[config.mk]
export PLATFORM = sky130hd
export DESIGN_NAME = csv_byte_tokenizer_flat
export DESIGN_NICKNAME = d
export VERILOG_FILES = /design/src/design/csvt_pkg.sv /design/src/design/csvt_ifs.sv /design/src/design/csv_byte_tokenizer.sv /design/src/flat_wrapper.sv
export SDC_FILE = /design/constraint.sdc
export NUM_CORES = 1
export LEC_CHECK = 0
export CAP_MARGIN = 25
export CORE_MARGIN = 2
export CORE_UTILIZATION = 40
export DETAILED_ROUTE_END_ITERATION = 16
export DONT_BUFFER_PORTS = 1
export PLACE_DENSITY_LB_ADDON = 0.05
export SYNTH_ARGS = -nofsm -noshare
export SYNTH_HDL_FRONTEND = slang
export SYNTH_SLANG_ARGS = --single-unit
[constraint.sdc]
create_clock -name clock -period 9.9 [get_ports clock]
set_clock_uncertainty 0.05 [all_clocks]
set_input_delay 0.495 -clock clock [delete_from_list [all_inputs] [get_ports clock]]
set_output_delay 0.495 -clock clock [all_outputs]
set_load 0.01 [all_outputs]
[src/design/csvt_pkg.sv]
`timescale 1ns / 1ps
// csvt_pkg: shared types and constants of the CSV byte tokenizer.
// Depends on nothing; used by the channel interfaces and the tokenizer.
package csvt_pkg;

   localparam int BYTE_W   = 8;
   localparam int FIELD_W  = 10;
   localparam int ROW_W    = 32;
   localparam int STATUS_W = 2;
   localparam int CSR_IDX_W = 2;

   // Largest count the field counter can show
   localparam int FIELD_LIMIT = (1 << FIELD_W) - 1;
   localparam int MAX_FIELDS_DEFAULT = 1023;

   localparam logic [BYTE_W-1:0] CHR_COMMA = 8'h2C;
   localparam logic [BYTE_W-1:0] CHR_QUOTE = 8'h22;
   localparam logic [BYTE_W-1:0] CHR_CR    = 8'h0D;
   localparam logic [BYTE_W-1:0] CHR_LF    = 8'h0A;

   // Register indexes of the csr channel
   localparam logic [CSR_IDX_W-1:0] CSR_DELIMITER   = 2'd0;
   localparam logic [CSR_IDX_W-1:0] CSR_QUOTE_BYTE  = 2'd1;
   localparam logic [CSR_IDX_W-1:0] CSR_CHECK_COUNT = 2'd2;

   typedef enum logic [2:0] {
      PH_BETWEEN = 3'd0,
      PH_FSTART  = 3'd1,
      PH_PLAIN   = 3'd2,
      PH_QUOTED  = 3'd3,
      PH_QSEEN   = 3'd4,
      PH_AFTERCR = 3'd5
   } phase_type;

   typedef enum logic [STATUS_W-1:0] {
      ST_OK       = 2'd0,
      ST_PARSE    = 2'd1,
      ST_MISMATCH = 2'd2,
      ST_END      = 2'd3
   } status_type;

   typedef struct packed {
      logic [BYTE_W-1:0]  out_byte;
      logic               byte_valid;
      logic               field_end;
      logic               row_end;
      logic [FIELD_W-1:0] fields_in_row;
      logic [ROW_W-1:0]   rows_done;
      status_type         status;
   } token_type;

endpackage

[src/design/csvt_ifs.sv]
`timescale 1ns / 1ps
// csvt_ifs: valid/ready channel interfaces of the CSV byte tokenizer.
// Depends on csvt_pkg for field widths.
interface csvt_req_if;
   import csvt_pkg::*;
   logic              valid;
   logic              ready;
   logic [BYTE_W-1:0] in_byte;
   logic              end_of_data;
   modport source (output valid, in_byte, end_of_data, input ready);
   modport sink   (input valid, in_byte, end_of_data, output ready);
endinterface

interface csvt_rsp_if;
   import csvt_pkg::*;
   logic                valid;
   logic                ready;
   logic [BYTE_W-1:0]   out_byte;
   logic                byte_valid;
   logic                field_end;
   logic                row_end;
   logic [FIELD_W-1:0]  fields_in_row;
   logic [ROW_W-1:0]    rows_done;
   logic [STATUS_W-1:0] status;
   modport source (output valid, out_byte, byte_valid, field_end, row_end, fields_in_row,
                   rows_done, status, input ready);
   modport sink   (input valid, out_byte, byte_valid, field_end, row_end, fields_in_row,
                   rows_done, status, output ready);
endinterface

interface csvt_csr_if;
   import csvt_pkg::*;
   logic                 valid;
   logic                 ready;
   logic [CSR_IDX_W-1:0] index;
   logic [BYTE_W-1:0]    data;
   modport source (output valid, index, data, input ready);
   modport sink   (input valid, index, data, output ready);
endinterface

[src/design/csv_byte_tokenizer.sv]
`timescale 1ns / 1ps
// csv_byte_tokenizer: CSV tokenizer, one byte or end-of-data mark per beat.
// Depends on csvt_pkg and the channel interfaces in csvt_ifs.
//
// Usage:
//  - req_if carries one beat per stream byte (in_byte) or an end-of-data mark
//    (end_of_data = 1, in_byte ignored). Every request beat gives exactly one
//    response beat on rsp_if, in order.
//  - rsp_if carries the content byte (when byte_valid), field_end and row_end
//    marks, the field count of the current row, rows done and a status
//    (ok, parse error, field count mismatch, end of data).
//  - csr_if writes delimiter (index 0), quote byte (1) and check_count (2).
//    It is always ready; write only while no request beat is in flight.
//  - Timing: a request beat accepted on req_if is held in the input register;
//    once the response register is free, the beat is parsed and its response
//    registered there, and rsp_if shows it until taken. Throughput is one beat
//    per cycle while rsp_if does not stall; the phase update between the two registers is
//    combinational compare-and-select logic plus the field and row counter increments.
//  - When rsp_if stalls, the response register holds and the input register
//    still takes one more beat; req_if.ready drops only when both are full.
//  - Synchronous reset returns to "between rows" with all counters zero, the
//    registers to comma, double quote and check off, and both stages empty.
//    After an end-of-data beat every later beat reports end of data until reset.
module csv_byte_tokenizer #(
   parameter int MAX_FIELDS = csvt_pkg::MAX_FIELDS_DEFAULT
) (
   input  logic       clock,
   input  logic       reset,
   csvt_req_if.sink   req_if,
   csvt_rsp_if.source rsp_if,
   csvt_csr_if.sink   csr_if
);
   import csvt_pkg::*;

   // Saturation point of the field counter
   localparam int FIELD_CAP_INT = (MAX_FIELDS < FIELD_LIMIT) ? MAX_FIELDS : FIELD_LIMIT;
   localparam logic [FIELD_W-1:0] FIELD_CAP = FIELD_W'(FIELD_CAP_INT);

   // ---------------- configuration registers ----------------
   logic [BYTE_W-1:0] delim_ff;
   logic [BYTE_W-1:0] quote_ff;
   logic              check_ff;

   assign csr_if.ready = 1'b1;

   always_ff @(posedge clock) begin
      if (reset) begin
         delim_ff <= CHR_COMMA;
         quote_ff <= CHR_QUOTE;
         check_ff <= 1'b0;
      end else if (csr_if.valid) begin
         case (csr_if.index)
            CSR_DELIMITER:   delim_ff <= csr_if.data;
            CSR_QUOTE_BYTE:  quote_ff <= csr_if.data;
            CSR_CHECK_COUNT: check_ff <= csr_if.data[0];
            default: ;  // unused index: drop the write
         endcase
      end
   end

   // ---------------- pipeline handshake ----------------
   logic              in_vld_ff;
   logic [BYTE_W-1:0] in_byte_ff;
   logic              in_eod_ff;
   logic              rsp_vld_ff;
   token_type         rsp_ff;
   token_type         rsp_in;

   logic rsp_free;
   logic step;

   // Response register can take a beat when empty or being drained
   assign rsp_free     = !rsp_vld_ff || rsp_if.ready;
   // Process the held input beat this cycle
   assign step         = in_vld_ff && rsp_free;
   assign req_if.ready = !in_vld_ff || rsp_free;

   always_ff @(posedge clock) begin
      if (reset) begin
         in_vld_ff <= 1'b0;
      end else if (req_if.ready) begin
         in_vld_ff <= req_if.valid;
      end
   end

   always_ff @(posedge clock) begin
      if (req_if.valid && req_if.ready) begin
         in_byte_ff <= req_if.in_byte;
         in_eod_ff  <= req_if.end_of_data;
      end
   end

   always_ff @(posedge clock) begin
      if (reset) begin
         rsp_vld_ff <= 1'b0;
      end else if (rsp_free) begin
         rsp_vld_ff <= in_vld_ff;
      end
   end

   always_ff @(posedge clock) begin
      if (step) begin
         rsp_ff <= rsp_in;
      end
   end

   assign rsp_if.valid         = rsp_vld_ff;
   assign rsp_if.out_byte      = rsp_ff.out_byte;
   assign rsp_if.byte_valid    = rsp_ff.byte_valid;
   assign rsp_if.field_end     = rsp_ff.field_end;
   assign rsp_if.row_end       = rsp_ff.row_end;
   assign rsp_if.fields_in_row = rsp_ff.fields_in_row;
   assign rsp_if.rows_done     = rsp_ff.rows_done;
   assign rsp_if.status        = rsp_ff.status;

   // ---------------- parser state ----------------
   phase_type          phase_ff, phase_in;
   logic [FIELD_W-1:0] fld_cnt_ff, fld_cnt_in;
   logic [FIELD_W-1:0] exp_cnt_ff, exp_cnt_in;
   logic [ROW_W-1:0]   row_cnt_ff, row_cnt_in;
   logic               ended_ff, ended_in;

   always_ff @(posedge clock) begin
      if (reset) begin
         phase_ff   <= PH_BETWEEN;
         fld_cnt_ff <= '0;
         exp_cnt_ff <= '0;
         row_cnt_ff <= '0;
         ended_ff   <= 1'b0;
      end else if (step) begin
         phase_ff   <= phase_in;
         fld_cnt_ff <= fld_cnt_in;
         exp_cnt_ff <= exp_cnt_in;
         row_cnt_ff <= row_cnt_in;
         ended_ff   <= ended_in;
      end
   end

   // ---------------- next state and response ----------------
   always_comb begin
      logic       lf_absorbed;
      logic       take_byte;
      logic       take_end;
      logic       fld_close;
      logic       row_close;
      logic       perr;
      phase_type  p;
      logic [FIELD_W-1:0] fc;

      lf_absorbed = 1'b0;
      take_byte   = 1'b0;
      take_end    = 1'b0;
      fld_close   = 1'b0;
      row_close   = 1'b0;
      perr        = 1'b0;
      p           = phase_ff;
      fc          = fld_cnt_ff;

      rsp_in            = '0;
      rsp_in.status     = ST_OK;
      phase_in          = phase_ff;
      exp_cnt_in        = exp_cnt_ff;
      row_cnt_in        = row_cnt_ff;
      ended_in          = ended_ff;

      if (ended_ff) begin
         // stream is over: ignore the beat
         rsp_in.status = ST_END;
      end else begin
         // LF right after CR belongs to the same break
         if (phase_ff == PH_AFTERCR) begin
            p = PH_BETWEEN;
            lf_absorbed = !in_eod_ff && (in_byte_ff == CHR_LF);
         end
         if (!lf_absorbed) begin
            case (p)
               PH_FSTART, PH_PLAIN, PH_QUOTED, PH_QSEEN: begin
                  take_end  = in_eod_ff;
                  take_byte = !in_eod_ff;
               end
               default: begin
                  // between rows (and stray codes)
                  p = PH_BETWEEN;
                  if (in_eod_ff) begin
                     ended_in      = 1'b1;
                     rsp_in.status = ST_END;
                  end else begin
                     fc        = '0;
                     p         = PH_FSTART;
                     take_byte = 1'b1;
                  end
               end
            endcase
         end

         if (take_byte) begin
            if (in_byte_ff == delim_ff) begin
               if (p == PH_QUOTED) begin
                  rsp_in.byte_valid = 1'b1;
               end else begin
                  fld_close = 1'b1;
                  p = PH_FSTART;
               end
            end else if (in_byte_ff == quote_ff) begin
               case (p)
                  PH_FSTART: p = PH_QUOTED;
                  PH_PLAIN:  perr = 1'b1;
                  PH_QUOTED: p = PH_QSEEN;
                  default: begin
                     // doubled quote: pass one quote, stay quoted
                     rsp_in.byte_valid = 1'b1;
                     p = PH_QUOTED;
                  end
               endcase
            end else if (in_byte_ff == CHR_CR || in_byte_ff == CHR_LF) begin
               if (p == PH_QUOTED) begin
                  rsp_in.byte_valid = 1'b1;
               end else begin
                  fld_close = 1'b1;
                  row_close = 1'b1;
                  p = (in_byte_ff == CHR_CR) ? PH_AFTERCR : PH_BETWEEN;
               end
            end else begin
               if (p == PH_QSEEN) begin
                  perr = 1'b1;
               end else begin
                  rsp_in.byte_valid = 1'b1;
                  if (p == PH_FSTART) p = PH_PLAIN;
               end
            end
         end

         if (take_end) begin
            ended_in = 1'b1;
            if (p == PH_QUOTED) begin
               perr = 1'b1;
            end else begin
               fld_close = 1'b1;
               row_close = 1'b1;
               p = PH_BETWEEN;
            end
         end

         if (perr) begin
            rsp_in.status = ST_PARSE;
            p = PH_BETWEEN;
         end

         if (fld_close) begin
            rsp_in.field_end = 1'b1;
            if (fc < FIELD_CAP) fc = fc + 1'b1;
         end

         if (row_close) begin
            rsp_in.row_end = 1'b1;
            if (row_cnt_ff == '0) begin
               exp_cnt_in = fc;
            end else if (check_ff && (fc != exp_cnt_ff)) begin
               rsp_in.status = ST_MISMATCH;
            end
            row_cnt_in = row_cnt_ff + 1'b1;
         end
      end

      phase_in   = p;
      fld_cnt_in = fc;

      rsp_in.out_byte      = rsp_in.byte_valid ? in_byte_ff : '0;
      rsp_in.fields_in_row = fc;
      rsp_in.rows_done     = row_cnt_in;
   end

endmodule

[src/flat_wrapper.sv]
// flat-port wrapper written by rule: the top's interface ports become plain ports
module csv_byte_tokenizer_flat import csvt_pkg::*;
#(
   parameter int MAX_FIELDS = csvt_pkg::MAX_FIELDS_DEFAULT
)
  (clock, reset, req_if_valid, req_if_in_byte, req_if_end_of_data, req_if_ready, rsp_if_valid, rsp_if_out_byte, rsp_if_byte_valid, rsp_if_field_end, rsp_if_row_end, rsp_if_fields_in_row, rsp_if_rows_done, rsp_if_status, rsp_if_ready, csr_if_valid, csr_if_index, csr_if_data, csr_if_ready);
  csvt_req_if req_if_i ();
  csvt_rsp_if rsp_if_i ();
  csvt_csr_if csr_if_i ();
  input  logic clock;
  input  logic reset;
  input wire logic [$bits(req_if_i.valid)-1:0] req_if_valid;
  input wire logic [$bits(req_if_i.in_byte)-1:0] req_if_in_byte;
  input wire logic [$bits(req_if_i.end_of_data)-1:0] req_if_end_of_data;
  output wire logic [$bits(req_if_i.ready)-1:0] req_if_ready;
  output wire logic [$bits(rsp_if_i.valid)-1:0] rsp_if_valid;
  output wire logic [$bits(rsp_if_i.out_byte)-1:0] rsp_if_out_byte;
  output wire logic [$bits(rsp_if_i.byte_valid)-1:0] rsp_if_byte_valid;
  output wire logic [$bits(rsp_if_i.field_end)-1:0] rsp_if_field_end;
  output wire logic [$bits(rsp_if_i.row_end)-1:0] rsp_if_row_end;
  output wire logic [$bits(rsp_if_i.fields_in_row)-1:0] rsp_if_fields_in_row;
  output wire logic [$bits(rsp_if_i.rows_done)-1:0] rsp_if_rows_done;
  output wire logic [$bits(rsp_if_i.status)-1:0] rsp_if_status;
  input wire logic [$bits(rsp_if_i.ready)-1:0] rsp_if_ready;
  input wire logic [$bits(csr_if_i.valid)-1:0] csr_if_valid;
  input wire logic [$bits(csr_if_i.index)-1:0] csr_if_index;
  input wire logic [$bits(csr_if_i.data)-1:0] csr_if_data;
  output wire logic [$bits(csr_if_i.ready)-1:0] csr_if_ready;
  assign req_if_i.valid = req_if_valid;
  assign req_if_i.in_byte = req_if_in_byte;
  assign req_if_i.end_of_data = req_if_end_of_data;
  assign req_if_ready = req_if_i.ready;
  assign rsp_if_valid = rsp_if_i.valid;
  assign rsp_if_out_byte = rsp_if_i.out_byte;
  assign rsp_if_byte_valid = rsp_if_i.byte_valid;
  assign rsp_if_field_end = rsp_if_i.field_end;
  assign rsp_if_row_end = rsp_if_i.row_end;
  assign rsp_if_fields_in_row = rsp_if_i.fields_in_row;
  assign rsp_if_rows_done = rsp_if_i.rows_done;
  assign rsp_if_status = rsp_if_i.status;
  assign rsp_if_i.ready = rsp_if_ready;
  assign csr_if_i.valid = csr_if_valid;
  assign csr_if_i.index = csr_if_index;
  assign csr_if_i.data = csr_if_data;
  assign csr_if_ready = csr_if_i.ready;
  csv_byte_tokenizer #(.MAX_FIELDS(MAX_FIELDS)) u_core (.clock(clock), .reset(reset), .req_if(req_if_i), .rsp_if(rsp_if_i), .csr_if(csr_if_i));
endmodule
==> results.md <==
| Result | This run |
|---|---|
| Status | complete, no violations |
| I/O pin count | 82 |
| Cell count after synthesis | 729 |
| Transition at the pin with the smallest max-transition slack | 0.8967 ns |
| Peak Freq | 228.5 MHz |
| Worst Setup Slack post-DPL | 5.549 ns |
| Placement Rows | 48 |
| Post-synthesis to final-layout area growth | 10.02% |
| Total of max-cap violations | 0 |
| Clock latency at the later pin of the worst-skew pair | 0.42 ns |
| Number of antenna cells inserted | 0 |
| Synthesized-area fraction occupied by and/or/nand/nor cells | 0.2177 |
| Clock net sink count | 139 |
| Residual DRC | 0 |
| Kind of end point of the critical path | register |
| Startpoint types | register |
| Cell depth of the worst flop-to-flop path | 14 |
| Leakage component of the power | 2.732 nW |
| Post-layout power | 1.325 mW |
| Final WS setup | 5.524 ns |
| Overall die height | 137.4 µm |
| Max transition margin | 0.4022 |
| Total of flip-flops plus latches after synthesis | 139 |
| Via/cell ratio | 5.380 |
| Total iterations of the first detailed-routing run | 4 |
| Total of endpoints with negative setup slack in the final report | 0 |
| Source of the worst register-to-register timing path | u_core.in_byte_ff[2]$_DFFE_PP_ |
| Number of hold buffers added after cts | 0 |
| Startpoint of the tightest hold check path | reset |
| Crit path from | u_core.in_byte_ff[2]$_DFFE_PP_ |
| Mux contribution to synthesized area | 0.04502 |
| TritonCTS clock tree | done |
| Die width | 137.4 µm |
| Arrival time at the worst endpoint | 4.46 ns |
| Crit-path max FO | 14 |
| Seq pwr share | 0.482 |
| Die area | 18870 µm² |
| Placed Instance Area | 7257 µm² |
| Delay of the slowest cell on the worst path | 0.63 ns |
| Peak supply drop | 0.1141 mV |
| Wire length of the first global-routing pass | 26810 µm |
| Share of the clock period used by the worst path after layout | 0.4420 |
| Inserted Clock Buffers | 17 |
| Deepest clock path buffer count | 2 |
| Min Tclk post-route | 4.376 ns |
| Setup repair after global routing missed its margin | false |
| Total length of routed wires | 16390 µm |
| Area of the core | 17360 µm² |
| H-tree lvl count | 4 |
| Post-synth EDFFs | 64 |
| Chain of cells forming the critical path | or4b_4 > o21ai_2 > a211o_1 > nand2_1 > inv_1 > ha_1 > nand2_1 > nor3_1 > or4b_1 > a21oi_1 > xnor2_1 > o2111ai_1 > nor4_1 > a41oi_2 |
| Hold slack final | 0.1021 ns |
| DR WL/cell | 17.29 µm |
| Power share of the combinational group | 0.048 |
| Most frequent cells in the layout | nor2_1 (104), dfxtp_1 (75), edfxtp_1 (64) |
| Power per cell area | 169.3 nW/µm² |
| Destination of the worst hold path | u_core.row_cnt_ff[22]$_SDFFE_PP0P_ |
| Master cell of the clock root buffer | clkbuf_16 |
| XOR/XNOR Fraction of Synth Area | 0.1092 |
| Vias in the first global route | 5085 |
| Number of distinct library cells after synthesis | 80 |
| Initial DRC count | 350 |
| Clk pwr share | 0.470 |
| Async set-reset flop share out of synthesis | 0 |
| Path type of the worst min-delay path | input port to register |
| Via count | 5100 |
| Leading register cell type out of synthesis | dfxtp_1 |
| Number of buffers inserted by post-CTS setup repair | 0 |
| Post-detailed-route count of antenna-violating nets | 0 |
| Initial Util | 0.4099 |
| Hold path depth | 1 |
| WP data required | 9.99 ns |
| Worst path most repeated cell | nand2_1 |
| Clock-pin slew of the registers on the worst-case setup and hold paths | 0.06 ns |
| Final hold vios | 0 |
| Psw | 307.0 µW |
| Antenna violations before repair | 0 |
| Part of the Yosys area used for sequential elements | 0.4812 |
| Largest family of logic cells by synthesized area | simple AND/OR/NAND/NOR gates |
| Endpoint of the worst register-to-register path | u_core.rsp_if.status[1]$_SDFFCE_PP1P_ |
| Number of slew-limit violations in the final report | 0 |
| Number of buffers inserted by port buffering | 0 |
| Final net count | 737 |
| Most common cell after layout, fill and taps aside | nor2_1 |
| Setup total negative slack | 0 ns |
| Cell-internal power | 1.018 mW |
| Yosys warnings | 0 |
| Post-layout instance area | 7828 µm² |
| GRT Resource Usage Total | 0.1832 |
| Congestion Overflow GR | 0 |
| Area of the mapped netlist | 7114 µm² |
| Last weighted congestion value of the routability-driven placer | 0.8726 |
| Category of the critical setup timing path | register to register |
| Half-perimeter wire length after detailed placement | 10900 µm |
| Worst R2R Setup Slack | 5.52 ns |
| Post-CTS Resized | 0 |
| Fraction of final layout cells sized beyond drive strength 1 | 0.09544 |
| Adder-cell share of the synthesized area | 0.005276 |
| Largest net degree at the start of global routing | 72 |
| Net count after synthesis | 756 |
| Switching share of power | 0.2316 |
| Crit-path slowest cell | or4b_4 |
| Synthesized area per cell | 9.759 µm² |
| Synth Area in Compound Gates | 0.1029 |
cell usage after synthesis, types with 5 or more instances:
library cell / count / share of area
nand4_1: 15 / 0.013
nor2_1: 104 / 0.055
o31ai_1: 6 / 0.0063
mux2_2: 8 / 0.013
dfxtp_1: 75 / 0.21
clkbuf_1: 30 / 0.016
o21a_1: 5 / 0.0053
a211oi_1: 7 / 0.0074
o21ai_0: 16 / 0.011
and2_1: 14 / 0.012
mux2i_1: 23 / 0.032
nor4_1: 9 / 0.0079
nand2_1: 57 / 0.030
nand3b_1: 5 / 0.0053
edfxtp_1: 64 / 0.27
a22oi_1: 5 / 0.0053
buf_2: 9 / 0.0063
inv_1: 19 / 0.010
nor3_1: 22 / 0.015
and3_1: 10 / 0.0088
nor2b_1: 5 / 0.0044
xnor2_1: 55 / 0.068
xor2_1: 31 / 0.038
a21oi_1: 23 / 0.016
nand3_1: 29 / 0.020
power by group through the flow:
stage | logic [mW] | registers (mW) | clock network, mW
global placement | 0.0634 | 0.651 | 0
CTS | 0.0637 | 0.639 | 0.637
floorplan | 0.0533 | 0.646 | 0
finish | 0.0631 | 0.639 | 0.623
detailed placement | 0.0635 | 0.651 | 0
global route | 0.0705 | 0.641 | 0.662
cell families after synthesis:
kind of cell,count (synthesis)
AO/OA/AOI/OAI,98
XOR/XNOR,87
adder cells (fa/ha/maj),3
buffers and inverters,65
flip-flops,139
multiplexers,31
other,1
AND/OR/NAND/NOR,305
through the flow:
step | util | instances
after floorplan | - | 729
after global placement | 0.4181 | 916
after detailed placement | 0.4181 | 916
after CTS | 0.4510 | 948
after global routing | 0.4510 | 948
final | 0.4510 | 948
per-layer routing:
| metal | up-vias | wire (µm) | GRT usage |
|---|---|---|---|
| li1 | 2536 | - | - |
| met4 | 0 | 250 | 0.06529 |
| met5 | - | 0 | 0 |
| met3 | 21 | 677 | 0.03900 |
| met2 | 117 | 7718 | 0.2968 |
| met1 | 2426 | 7741 | 0.2418 |
final cells by class:
cell class              instances  area, µm²
flip-flops and latches        139       3423
clock inverters                11      120.1
fillers                      1630       9529
multi-input cells             525       3425
inverters                      20      75.07
well taps                     225      281.5
repair buffers                  7      52.55
clock buffers                  21      450.4
worst max-delay path, delay by kind of cell, from the launching register on:
family | cells | cell delay, ns
simple gates | 6 | 1.91
compound gates | 5 | 1.05
flops | 1 | 0.51
xor+xnor | 1 | 0.24
fa+ha+maj | 1 | 0.21
buf+inv | 1 | 0.13
worst max path at each step:
| stage | end | cells past startpoint |
|---|---|---|
| 3_5_place_dp | u_core.rsp_if.status[1]$_SDFFCE_PP1P_ | 14 |
| 6_report | u_core.rsp_if.status[1]$_SDFFCE_PP1P_ | 14 |
| 3_3_place_gp | u_core.rsp_if.status[1]$_SDFFCE_PP1P_ | 14 |
| 4_1_cts | u_core.rsp_if.status[1]$_SDFFCE_PP1P_ | 14 |
| 2_1_floorplan | u_core.rsp_if.status[1]$_SDFFCE_PP1P_ | 16 |
| 5_1_grt | u_core.rsp_if.status[1]$_SDFFCE_PP1P_ | 14 |
registers in the layout (all words and copies together) (netlist names), 3 cells and up:
name,cells
u_core.row_cnt_ff,32
u_core.delim_ff,8
u_core.in_byte_ff,8
u_core.rsp_if.fields_in_row,10
u_core.exp_cnt_ff,10
u_core.phase_ff,3
u_core.rsp_if.out_byte,8
u_core.quote_ff,8
u_core.fld_cnt_ff,10
u_core.rsp_if.rows_done,32
(Power assumes the default switching activity.)
